--- src/rtl/core/olt_pkg.sv ---
// Shared types, constants and command/status codes for the ordered list table.
package olt_pkg;

    // List geometry
    localparam int CAPACITY = 64;
    localparam int IDX_W    = $clog2(CAPACITY);
    localparam int CNT_W    = $clog2(CAPACITY + 1);

    // Field widths on the stream ports
    localparam int OP_W    = 3;
    localparam int POS_W   = 7;
    localparam int VAL_W   = 32;
    localparam int STAT_W  = 2;
    localparam int FOUND_W = 6;
    localparam int LEN_W   = 7;

    // Command codes
    localparam logic [OP_W-1:0] OP_CLEAR    = 3'd0;
    localparam logic [OP_W-1:0] OP_GET      = 3'd1;
    localparam logic [OP_W-1:0] OP_INDEX_OF = 3'd2;
    localparam logic [OP_W-1:0] OP_INSERT   = 3'd3;
    localparam logic [OP_W-1:0] OP_REMOVE   = 3'd4;

    // Status codes
    localparam logic [STAT_W-1:0] ST_OK        = 2'd0;
    localparam logic [STAT_W-1:0] ST_RANGE     = 2'd1;
    localparam logic [STAT_W-1:0] ST_FULL      = 2'd2;
    localparam logic [STAT_W-1:0] ST_NOT_FOUND = 2'd3;

    // Sequencer states
    typedef enum logic {
        S_IDLE,
        S_EVAL
    } state_t;

    // Control broadcast to every cell of the chain
    typedef struct packed {
        logic              sample_en;
        logic              insert_en;
        logic              remove_en;
        logic              search_en;
        logic              get_en;
        logic [POS_W-1:0]  pos;
        logic [CNT_W-1:0]  count;
        logic [VAL_W-1:0]  value;
    } cell_ctl_t;

endpackage

--- src/rtl/core/olt_cell.sv ---
// One list slot: holds an element, shifts with its neighbors, flags match/select.
module olt_cell (
    input  logic                              clk,
    input  olt_pkg::cell_ctl_t                ctl,
    input  logic [olt_pkg::IDX_W-1:0]         cell_index,
    input  logic [olt_pkg::VAL_W-1:0]         left_value,
    input  logic [olt_pkg::VAL_W-1:0]         right_value,
    output logic [olt_pkg::VAL_W-1:0]         value,
    output logic                              hit,
    output logic [olt_pkg::VAL_W-1:0]         read_value
);

    logic [olt_pkg::VAL_W-1:0] value_reg;
    logic [olt_pkg::VAL_W-1:0] value_next;
    logic                      hit_reg;
    logic                      hit_next;
    logic [olt_pkg::VAL_W-1:0] read_reg;
    logic [olt_pkg::VAL_W-1:0] read_next;
    logic [olt_pkg::POS_W-1:0] my_pos;
    logic [olt_pkg::CNT_W-1:0] my_cnt;

    assign my_pos = olt_pkg::POS_W'(cell_index);
    assign my_cnt = olt_pkg::CNT_W'(cell_index);

    // Shift up on insert, down on remove, load the new value at the insert slot
    always_comb
    begin
        value_next = value_reg;
        if (ctl.insert_en)
        begin
            if (my_pos == ctl.pos)
            begin
                value_next = ctl.value;
            end
            else if (my_pos > ctl.pos)
            begin
                value_next = left_value;
            end
        end
        else if (ctl.remove_en)
        begin
            if (my_pos >= ctl.pos)
            begin
                value_next = right_value;
            end
        end
    end

    // Flag a match inside the live part of the list, and gate out the read slot
    always_comb
    begin
        hit_next  = ctl.search_en && (my_cnt < ctl.count) && (value_reg == ctl.value);
        read_next = (ctl.get_en && (my_pos == ctl.pos)) ? value_reg : '0;
    end

    always_ff @(posedge clk)
    begin
        value_reg <= value_next;
        if (ctl.sample_en)
        begin
            hit_reg  <= hit_next;
            read_reg <= read_next;
        end
    end

    assign value      = value_reg;
    assign hit        = hit_reg;
    assign read_value = read_reg;

endmodule

--- config.mk ---
export PLATFORM = sky130hd
export DESIGN_NAME = olt_cell
export DESIGN_NICKNAME = d
export VERILOG_FILES = /design/src/rtl/core/olt_pkg.sv /design/src/rtl/core/olt_cell.sv
export SDC_FILE = /design/constraint.sdc
export NUM_CORES = 1
export LEC_CHECK = 0
export BUFFER_PORTS_ARGS = -buffer_cell sky130_fd_sc_hd__buf_2
export CORE_MARGIN = 2
export CORE_UTILIZATION = 28
export DETAILED_ROUTE_END_ITERATION = 10
export SLEW_MARGIN = 20
export SYNTH_ARGS = -nofsm -noshare
export SYNTH_HDL_FRONTEND = slang
export SYNTH_SLANG_ARGS = --single-unit
--- constraint.sdc ---
create_clock -name clk -period 2.6 [get_ports clk]
set_input_delay 0.52 -clock clk [delete_from_list [all_inputs] [get_ports clk]]
set_output_delay 0.52 -clock clk [all_outputs]
set_load 0.01 [all_outputs]
Word-level counts from Yosys, hierarchy flattened:

Cells that the tools add are included.

* order comparisons: 3
* equal/unequal tests: 3
* mux-type cells: 5
* reductions and logical operators: 6

Operator list (number)
* $mux W32: 5
* $eq A32 B32 Y1: 1
* $eq A6 B7 Y1: 1
* $ge A6 B7 Y1: 1
* $gt A6 B7 Y1: 1
* $lt A6 B7 Y1: 1
* $reduce_bool A2 Y1: 2
* $logic_and A1 B1 Y1: 3
* $ne A3 B1 Y1 const B: 1
* $reduce_and A3 Y1: 1

* register bits after elaboration: 65
* input bits: 122
* output and inout port bits: 65
* word-level logic and storage cells: 20

Depth between registers and ports, before layout:

Gate-level depths: netlist of the first run.

* depth in word-level cells: 4
* depth in mapped cells: 7
* depth with buffers taken out: 7

Least setup slack after synthesis of the first run:

Ideal clock, no wire load.

* kind: input to register
* start: input port ctl[43] (netlist bit)
* end: register value_reg, in the netlist value[0] (enable)
* setup time: 391 ps
* arrival time: 1985 ps
* required time: 2209 ps
* slack: 224 ps
* stages on the path: 6
* buffers on the path: 0
* cell sequence: inv_1 -> ha_1 -> a21o_2 -> a21oi_1 -> o22ai_1 -> o21a_1

* cells in the longest elaborated chain, start to end: 3
* elaborated cells on any way between the ends: 6

Ends and longest elaborated chain
* start: declaration: RTL line olt_cell.sv:4 `input olt_pkg::cell_ctl_t ctl,`
* $gt A6 B7 Y1, or another cell as far along: RTL line olt_cell.sv:35 `else if (my_pos > ctl.pos)`
* $ne A3 B1 Y1 (no source line) / $reduce_bool A2 Y1 (equally long branches)
* $reduce_and A3 Y1 (no source line) (*)
* end signal: assignment: RTL line olt_cell.sv:58 `value_reg <= value_next;`
* end: declaration: RTL line olt_cell.sv:13 `logic [olt_pkg::VAL_W-1:0] value_reg;`

Mark *: on every way between the ends. The rest lies on a longest branch, timed or not.
A chain may end at the register's enable or synchronous reset.

Final worst setup path of the first run:

* start: input port cell_index[0] (netlist bit)
* end: register value_reg, in the netlist value[26] (enable)

* cells in the longest elaborated chain, start to end: 3
* elaborated cells on any way between the ends: 6

Ends and longest elaborated chain
* start: declaration: RTL line olt_cell.sv:5 `input logic [olt_pkg::IDX_W-1:0] cell_index,`
* $gt A6 B7 Y1, or another cell as far along: RTL line olt_cell.sv:35
* $ne A3 B1 Y1 (no source line) / $reduce_bool A2 Y1 (equally long branches)
* $reduce_and A3 Y1 (no source line) (*)

Marked as above.

==> implementation parameters, run 1 <==
Parameter                              Value

Floorplan
  Number of placement rows    41
  Die Outline Area    13600 µm²
  Top Ports    approximately 190
  Die Span X    around 120 µm
  Area of the placeable core    ~12000 µm²
  Die height    116 µm
  Initial Util    between 20 and 30%

Synthesis
  Synth warn    0
  Proportion of synthesized chip area in sequential cells    55.2%
  Syn Std Cell Area    roughly 3500 µm²
  Leading cell types by total area after synthesis    edfxtp_1 55%, mux2i_1 9.1%, and3_1 5.7%, a21oi_1 5.1%, xnor2_1 4.0%
  Post-synthesis cell type with the largest combined area    edfxtp_1
  Synth top area share    about 55%
  Cells after Synth    ~290
  Mean cell area of the mapped netlist    between 10 and 15 µm²
  Post-synthesis register bit count    65
  Syn nets    about 430
  Netlist cell types    26

Power and ir drop
  Internal power summed over all cells    between 2 and 2.5 mW
  Clk network pwr share    between 30% and 40%
  Switching fraction of total power    roughly a quarter
  Proportion of power drawn by combinational gates    ~16%
  P per Cell Area    between 500 and 600 nW/µm²
  Leakage power of the design    2.25 nW
  VDD IR max    roughly 0.23 mV
  Share of total power in sequential cells    46.6%
  Switch Pwr    between 0.6 and 0.7 mW

CTS
  Clock H-tree levels    3
  Clock edge transition at the registers on the reported setup and hold paths    ~0.050 ns
  Root cell of the clock tree    clkbuf_16
  Post-CTS sizing    0
  CTS Buffer Depth    2
  Number of clock sinks    65
  Number of setup buffers added after CTS    0
  Insertion delay of the later-clocked pin in the worst-skew pair    0.33 ns
  Number of buffers inserted during clock tree synthesis    9
  TritonCTS clock tree    yes
  Hold Buf Count CTS    0

GRT
  Total global-route track usage    14.7%
  Antenna violations before repair    0
  Total gr overflow    0
  Wire length of the first global-routing pass    ~15 mm
  Pin count of the biggest net entering global routing    65
  Vias in the first global route    ~2700

Timing
  Post-layout minimum cycle time    approximately 2.1 ns
  Final hold violation count    0
  Transition time at the pin with the least slew margin    0.839 ns
  Setup repair after global routing missed its margin    no
  Total Negative Setup Slacks    0 ns
  Post-route clock period utilization    roughly 80%
  Number of slew-limit violations in the final report    0
  Relative slew slack    roughly 44%
  Maximum achievable frequency    approximately 0.48 GHz
  Setup clock skew after layout    around 0.0038 ns
  Final setup viols    0

Run status
  Status    finished, final reports clean

Min path
  Hold Path Class    input pin to flip-flop

Cells and area
  Number of inserted diodes    0
  Area growth from synthesis to layout    37.5%
  Post-layout net count    between 600 and 700
  Fin util    approximately 39%
  Finished layout cell area    between 4000 and 5000 µm²
  Fraction of final layout cells with drive strength greater than 1    42.3%
  Number of standard cells in the layout, taps in and fillers out    about 650

Worst setup path
  Kind of critical path    input pin to flip-flop
  Critical path endpoint category    flip-flop
  Req. time, crit path    approximately 2.6 ns
  Startpoint type of the worst setup path    input pin
  Slowest library cell on the worst path    o21a_2
  Arrival @ worst endpoint    about 2.0 ns
  Worst Path Max Fanout    32
  Longest individual stage delay on the worst path    0.70 ns
  CP Cell Sequence    buf_2, inv_1, ha_1, nand2b_1, a21o_1, a21oi_1, o22ai_1, o21a_2

Place
  Number of port buffers    186
  Estimated wirelength of the detail-placed design    just under 8 mm
  Placed inst area    roughly 4600 µm²
  Final GP Congestion    0.770
  # placed instances    638

Detailed routing
  ANT nets after route    0
  Post-detailed-route wirelength per cell    ~15 µm
  Total wirelength of the detailed-routed design    between 10 and 15 mm
  # DRC    0
  Number of vias in the routed layout    around 2900
  Iteration count of the initial detailed-routing pass    4
  Vias per cell    between 4 and 5
  Initial DRC Count    between 100 and 150

Job
  Maximum capacitance violations    0
[layer usage]
layer / global-route usage, % / wire, µm / vias to the layer above
li1: - / - / 1447
met1: 18.4 / 4350 / 1342
met2: 24.1 / 4930 / 112
met3: 4.93 / 684 / 9
met4: 4.44 / 99 / 0
met5: 0 / 0 / -
[worst paths after layout]
check	slack (ns)	depth (start not counted)	startpoint	end
min	0.51	3	right_value[18]	value[18]$_DFFE_PP_
max	0.51	8	cell_index[0]	value[26]$_DFFE_PP_
min reg2reg	0.63	1	value[21]$_DFFE_PP_	read_value[21]$_SDFFCE_PN0P_
max reg2reg	0.79	4	value[30]$_DFFE_PP_	hit$_DFFE_PP_
[synth_stat cells (all sizes together)]
cell type  number
o21a            1
nor2           33
o2111ai         1
buf             5
a21o            3
xnor2          16
o31ai           1
nor4            5
and3           32
nand4b          1
o22ai           1
nand4           4
nand2           1
ha             11
edfxtp         65
nor3            1
xor2           16
nand3           2
clkbuf         11
nand2b          4
a21oi          36
mux2i          32
inv            11
[power by group through the flow]
stage / Sequential, mW / Combinational [mW] / Clock, mW
finish: 1.28 / 0.430 / 1.04
global route: 1.29 / 0.479 / 1.11
CTS: 1.28 / 0.441 / 1.08
detailed placement: 1.30 / 0.439 / 0
global placement: 1.30 / 0.432 / 0
floorplan: 1.32 / 0.173 / 0
[cell usage in the layout (no fill, tap or decap), drive strengths merged, types with 2 or more instances in the layout]
master and n:
clkinv 6, clkbuf 10, edfxtp 65, and3 32
xor2 16, a21oi 36, nand4 4, nand2b 4
nand3 2, nor2 33, mux2i 32, buf 189
inv 11, nor4 5, xnor2 16, ha 11
a21o 3
[worst max-delay path, delay by kind of cell]
kind	cells	cell delay [ns]
buf+inv	2	0.11
compound gates	4	1.01
simple gates	1	0.10
fa+ha+maj	1	0.27
[cells by family (layout without fill, tap and decap cells)]
logic type | Yosys count | count (layout) | share of synthesized area, %
AOI/OAI and AO/OA | 43 | 43 | 6.61
xor gates and xnor gates | 32 | 32 | 7.92
adders and majority gates | 11 | 11 | 3.89
buffers and inverters | 27 | 216 | 4.24
DFF | 65 | 65 | 55.2
muxes | 32 | 32 | 9.05
and+or+nand+nor | 83 | 83 | 13.1
[cell type report]
type,count,area (µm²)
fill,1234,7600
timing repair buffer,189,966
sequential,65,1950
tap,172,215
clock inverter,6,25.0
inverter,11,41.3
clock buffer,10,229
multi-input combinational,201,1440
[metrics by stage]
stage | worst slack [ns] | power [mW] | hold slack (ns)
after floorplan | 0.224 | 1.50 | 0.632
after global placement | 0.188 | 1.74 | 0.613
after detailed placement | 0.144 | 1.74 | 0.623
after CTS | 0.501 | 2.81 | 0.494
after global routing | 0.327 | 2.89 | 0.514
final | 0.510 | 2.75 | 0.512
Note: power is estimated with default switching activity, not from simulation.
==> run 2, diff against run 1 <==
==> constraint.sdc (replaced) <==
create_clock -name clk -period 1.9 [get_ports clk]
set_input_delay 0.38 -clock clk [delete_from_list [all_inputs] [get_ports clk]]
set_output_delay 0.38 -clock clk [all_outputs]
set_load 0.01 [all_outputs]
==> implementation parameters, run 2 (synthesis results as in run 1) <==
Parameter                              Value

CTS
  CTS Buffer Depth    2
  Root cell of the clock tree    clkbuf_16
  Number of buffers inserted during clock tree synthesis    9
  Post-CTS sizing    0
  Insertion delay of the later-clocked pin in the worst-skew pair    0.34 ns
  Number of clock sinks    65
  TritonCTS clock tree    yes
  Clock H-tree levels    3
  Hold Buf Count CTS    0
  Number of setup buffers added after CTS    0
  Clock edge transition at the registers on the reported setup and hold paths    about 0.05 ns

Cells and area
  Number of inserted diodes    0
  # fillers    1232
  Post-layout net count    between 600 and 700
  Most frequent cells in the layout    186 x buf_2, 65 x edfxtp_1, 36 x a21oi_1
  Fraction of final layout cells with drive strength greater than 1    between 40 and 50%
  Most common library cell in the layout ignoring fill and taps    buf_2
  Fin util    between 40 and 50%
  Area growth from synthesis to layout    42.5%

Power and ir drop
  VDD IR max    0.368 mV
  Overall power after layout    3.97 mW
  Leakage power of the design    between 2 and 2.5 nW
  P per Cell Area    between 700 and 800 nW/µm²

Timing
  Least setup slack across all paths after layout    0.166 ns
  Setup repair after global routing missed its margin    no
  Relative slew slack    a little under two thirds
  Final setup viols    0
  Number of slew-limit violations in the final report    0
  Total Negative Setup Slacks    0 ns
  Final hold violation count    0
  Setup clock skew after layout    ~0.0039 ns
  Maximum achievable frequency    0.577 GHz
  Post-layout minimum cycle time    between 1.5 and 2 ns
  Post-route clock period utilization    between 90% and 100%
  Transition time at the pin with the least slew margin    0.542 ns

Detailed routing
  Vias per cell    approximately 4.4
  Post-detailed-route wirelength per cell    16.0 µm
  Total wirelength of the detailed-routed design    approximately 11 mm
  Number of vias in the routed layout    about 3000
  Iteration count of the initial detailed-routing pass    4
  # DRC    0
  Initial DRC Count    between 80 and 90
  ANT nets after route    0

Worst setup path
  Worst R2R Setup Slack    about 0.17 ns
  Kind of critical path    flip-flop to flip-flop
  Count of cells along the worst register-to-register path    5
  Arrival @ worst endpoint    between 1.5 and 2 ns
  Req. time, crit path    around 2.1 ns
  Startpoint type of the worst setup path    flip-flop
  Reg2Reg Capture Point    hit$_DFFE_PP_
  Startpoint of the worst setup timing path    value[16]$_DFFE_PP_
  Worst Path Max Fanout    3
  Critical path endpoint category    flip-flop
  Capture point of the worst path    hit$_DFFE_PP_
  Crit Reg-Reg Startpoint    value[16]$_DFFE_PP_

Run status
  Status    finished, final reports clean

Place
  Number of port buffers    about 190
  Final GP Congestion    between 0.7 and 0.8
  Worst slack, placed    -0.116 ns
  Estimated wirelength of the detail-placed design    ~8.2 mm

Floorplan
  Top Ports    roughly 190
  Number of placement rows    between 40 and 50
  Die Outline Area    about 14000 µm²
  Initial Util    around 28%
  Die height    116 µm
  Die Span X    ~120 µm
  Area of the placeable core    about 12000 µm²

GRT
  Pin count of the biggest net entering global routing    49
  Total global-route track usage    approximately 16%
  Vias in the first global route    around 3000
  Antenna violations before repair    0
  Total gr overflow    0
  Wire length of the first global-routing pass    15.7 mm

Job
  Maximum capacitance violations    0

Min path
  Startpoint of the worst hold path    right_value[19]
  Hold Path Class    input pin to flip-flop
==> run 2: cell count changes in the layout (fill, tap and decap cells not counted), sizes merged <==
| cell | previous run | this run |
|---|---|---|
| buf | 189 | 200 |
| clkinv | 6 | 4 |
| bufinv | 0 | 1 |
| clkbuf | 10 | 11 |
==> run 2: report_power, final <==
group / leakage, nW / internal (mW) / switching, mW
logic: 1.55 / 0.296 / 0.332
clock network: 0.136 / 1.00 / 0.592
registers: 0.657 / 1.68 / 0.0698
total: 2.34 / 2.98 / 0.994
==> run 2: how the worst min path moves through the flow <==
stage / endpoint / slack, ns / depth (start not counted)
6_report: value[19]$_DFFE_PP_ / 0.36 / 3
5_1_grt: value[13]$_DFFE_PP_ / 0.36 / 3
4_1_cts: value[11]$_DFFE_PP_ / 0.35 / 3
3_5_place_dp: read_value[19]$_SDFFCE_PN0P_ / 0.62 / 1
3_3_place_gp: read_value[31]$_SDFFCE_PN0P_ / 0.61 / 1
2_1_floorplan: hit$_DFFE_PP_ / 0.49 / 0
==> run 2: layout make-up <==
class / instances / area (µm²) / area share [%]
Sequential cell: 65 / 1950 / 38.7
Inverter: 11 / 41.3 / 0.819
Multi-Input combinational cell: 201 / 1440 / 28.6
Clock buffer: 11 / 233 / 4.62
Clock inverter: 5 / 46.3 / 0.918
Timing Repair Buffer: 200 / 1110 / 22.0
Tap cell: 172 / 215 / 4.27
==> run 2: routing by layer <==
metal,global-route usage [%],routed length [µm]
met3,4.67,627
met2,25.7,5240
met5,0,0
met1,20.0,4580
met4,5.79,171
==> run 2: worst max-delay path, cell delays in order, from the launching register on <==
cell and delay, ns:
edfxtp_1 0.43, xnor2_1 0.29, nand4_1 0.21, nor3_1 0.24, o31ai_1 0.11, nor4_1 0.28
==> run 2: stage by stage <==
step / hold slack (ns) / instances / cell area, µm²
6_report: 0.361 / 665 / 5040
5_1_grt: 0.361 / 665 / 5040
4_1_cts: 0.346 / 665 / 5040
3_5_place_dp: 0.618 / 649 / 4760
3_3_place_gp: 0.610 / 649 / 4760
2_1_floorplan: 0.492 / 293 / 3550
==> run 3, diff against run 2 <==
--- a/config.mk
+++ b/config.mk
@@ -7,8 +7,9 @@
 export LEC_CHECK = 0
 export BUFFER_PORTS_ARGS = -buffer_cell sky130_fd_sc_hd__buf_2
 export CORE_MARGIN = 2
-export CORE_UTILIZATION = 28
+export CORE_UTILIZATION = 41
 export DETAILED_ROUTE_END_ITERATION = 10
+export PLACE_DENSITY = 0.77
 export SLEW_MARGIN = 20
 export SYNTH_ARGS = -nofsm -noshare
 export SYNTH_HDL_FRONTEND = slang
==> implementation parameters, run 3 (synthesis results as in run 1) <==
Parameter                              Value

Run status
  Status    finished, final reports clean

GRT
  Antenna violations before repair    1
  Vias in the first global route    just under 3000
  Total gr overflow    0
  Wire length of the first global-routing pass    ~15 mm
  Total global-route track usage    about 20%
  Pin count of the biggest net entering global routing    65

Power and ir drop
  Overall power after layout    ~3.3 mW
  VDD IR max    around 0.34 mV
  Proportion of power drawn by combinational gates    approximately 18%
  Leakage power of the design    ~2.2 nW
  Switching fraction of total power    roughly a quarter
  Clk network pwr share    about 29%
  Internal power summed over all cells    roughly 2.4 mW
  Share of total power in sequential cells    between 50% and 60%
  Switch Pwr    0.884 mW
  P per Cell Area    about 700 nW/µm²

Worst setup path
  Number of buffer and inverter stages on the critical path    3
  CP Cell Sequence    buf_2, ha_1, buf_4, nand3_1, nor2_8, buf_12, mux2i_1, a21oi_1
  Startpoint type of the worst setup path    input pin
  Critical path endpoint category    flip-flop
  Worst Path Max Fanout    31
  Slowest library cell on the worst path    ha_1
  Req. time, crit path    slightly below 2 ns
  Cell family with most CP delay    buffers and inverters
  Arrival @ worst endpoint    1.80 ns
  Longest individual stage delay on the worst path    approximately 0.28 ns
  Kind of critical path    input pin to flip-flop

CTS
  Clock edge transition at the registers on the reported setup and hold paths    approximately 0.07 ns
  CTS Buffer Depth    2
  Root cell of the clock tree    clkbuf_8
  Number of clock sinks    65
  Post-CTS sizing    0
  Hold Buf Count CTS    0
  TritonCTS clock tree    yes
  Number of setup buffers added after CTS    0
  Clock H-tree levels    3
  Insertion delay of the later-clocked pin in the worst-skew pair    ~0.33 ns
  Number of buffers inserted during clock tree synthesis    9

Timing
  Number of slew-limit violations in the final report    0
  Final hold slack    ~0.37 ns
  Least setup slack across all paths after layout    approximately 0.17 ns
  Post-layout minimum cycle time    between 1.5 and 2 ns
  Setup clock skew after layout    0.00577 ns
  Maximum achievable frequency    0.578 GHz
  Relative slew slack    68.3%
  Transition time at the pin with the least slew margin    roughly 0.48 ns
  Total Negative Setup Slacks    0 ns
  Post-route clock period utilization    91.0%
  Final hold violation count    0
  Final setup viols    0
  Setup repair after global routing missed its margin    no

Detailed routing
  # DRC    0
  Iteration count of the initial detailed-routing pass    6
  Vias per cell    between 5 and 6
  ANT nets after route    0
  Number of vias in the routed layout    slightly below 3000
  Total wirelength of the detailed-routed design    between 9 and 10 mm
  Post-detailed-route wirelength per cell    ~16 µm
  Initial DRC Count    89

Floorplan
  Top Ports    roughly 190
  Number of placement rows    33
  Area of the placeable core    about 8300 µm²
  Initial Util    a little over two fifths
  Die Outline Area    ~9400 µm²
  Die Span X    between 90 and 100 µm
  Die height    ~97 µm

Job
  Maximum capacitance violations    0

Cells and area
  Post-layout net count    around 600
  Fraction of final layout cells with drive strength greater than 1    about 43%
  Area growth from synthesis to layout    34.4%
  Fin util    57.3%
  Most frequent cells in the layout    186 x buf_2, 65 x edfxtp_1, 36 x a21oi_1
  Finished layout cell area    around 4800 µm²
  Most common library cell in the layout ignoring fill and taps    buf_2
  Number of standard cells in the layout, taps in and fillers out    between 500 and 600

Place
  Worst slack, placed    -0.176 ns
  Number of port buffers    approximately 190
  # placed instances    approximately 580
  Estimated wirelength of the detail-placed design    between 7 and 8 mm
  Final GP Congestion    around 0.85
  Placed inst area    4600 µm²

Min path
  Hold Path Class    input pin to flip-flop
run 3: changes by cell type in the layout (fill, tap and decap cells not counted), moves of 2 or more:
cell | previous run | this run
clkbuf_16 | 9 | 0
clkbuf_8 | 0 | 9
buf_4 | 8 | 3
buf_12 | 6 | 4
clkinv_1 | 3 | 1
run 3: final timing paths:
check	startpoint	to	slack, ns	depth (start not counted)
worst max-delay path	ctl[39]	value[21]$_DFFE_PP_	0.17	8
worst min-delay path	right_value[28]	value[28]$_DFFE_PP_	0.37	3
worst max register to register	value[16]$_DFFE_PP_	hit$_DFFE_PP_	0.30	5
worst min register to register	value[23]$_DFFE_PP_	read_value[23]$_SDFFCE_PN0P_	0.63	1
run 3: area by class of cell:
cell class              instances  area [µm²]
well taps                     105         131
fillers                       718        3540
inverters                      11        41.3
clock buffers                  11         131
flip-flops and latches         65        1950
repair buffers                193        1030
diodes                          1        2.50
multi-input cells             201        1440
clock inverters                 4        21.3
run 3: worst min-delay path, cell delays in order:
cell and delay (ns):
buf_2 0.07, nor2_1 0.03, a21oi_1 0.09
run 3: power groups by stage:
stage | combinational [mW] | sequential (mW) | clock, mW
floorplan | 0.239 | 1.81 | 0
global placement | 0.590 | 1.78 | 0
detailed placement | 0.607 | 1.78 | 0
CTS | 0.610 | 1.75 | 0.989
global route | 0.659 | 1.76 | 1.04
finish | 0.599 | 1.75 | 0.960
run 3: metal layers:
layer	vias up	GRT usage (%)	share of wire, %
met5	-	0	0
met4	0	6.83	1.7
met3	21	5.64	6.7
met2	128	36.0	52
met1	1377	23.1	40
li1	1455	-	-
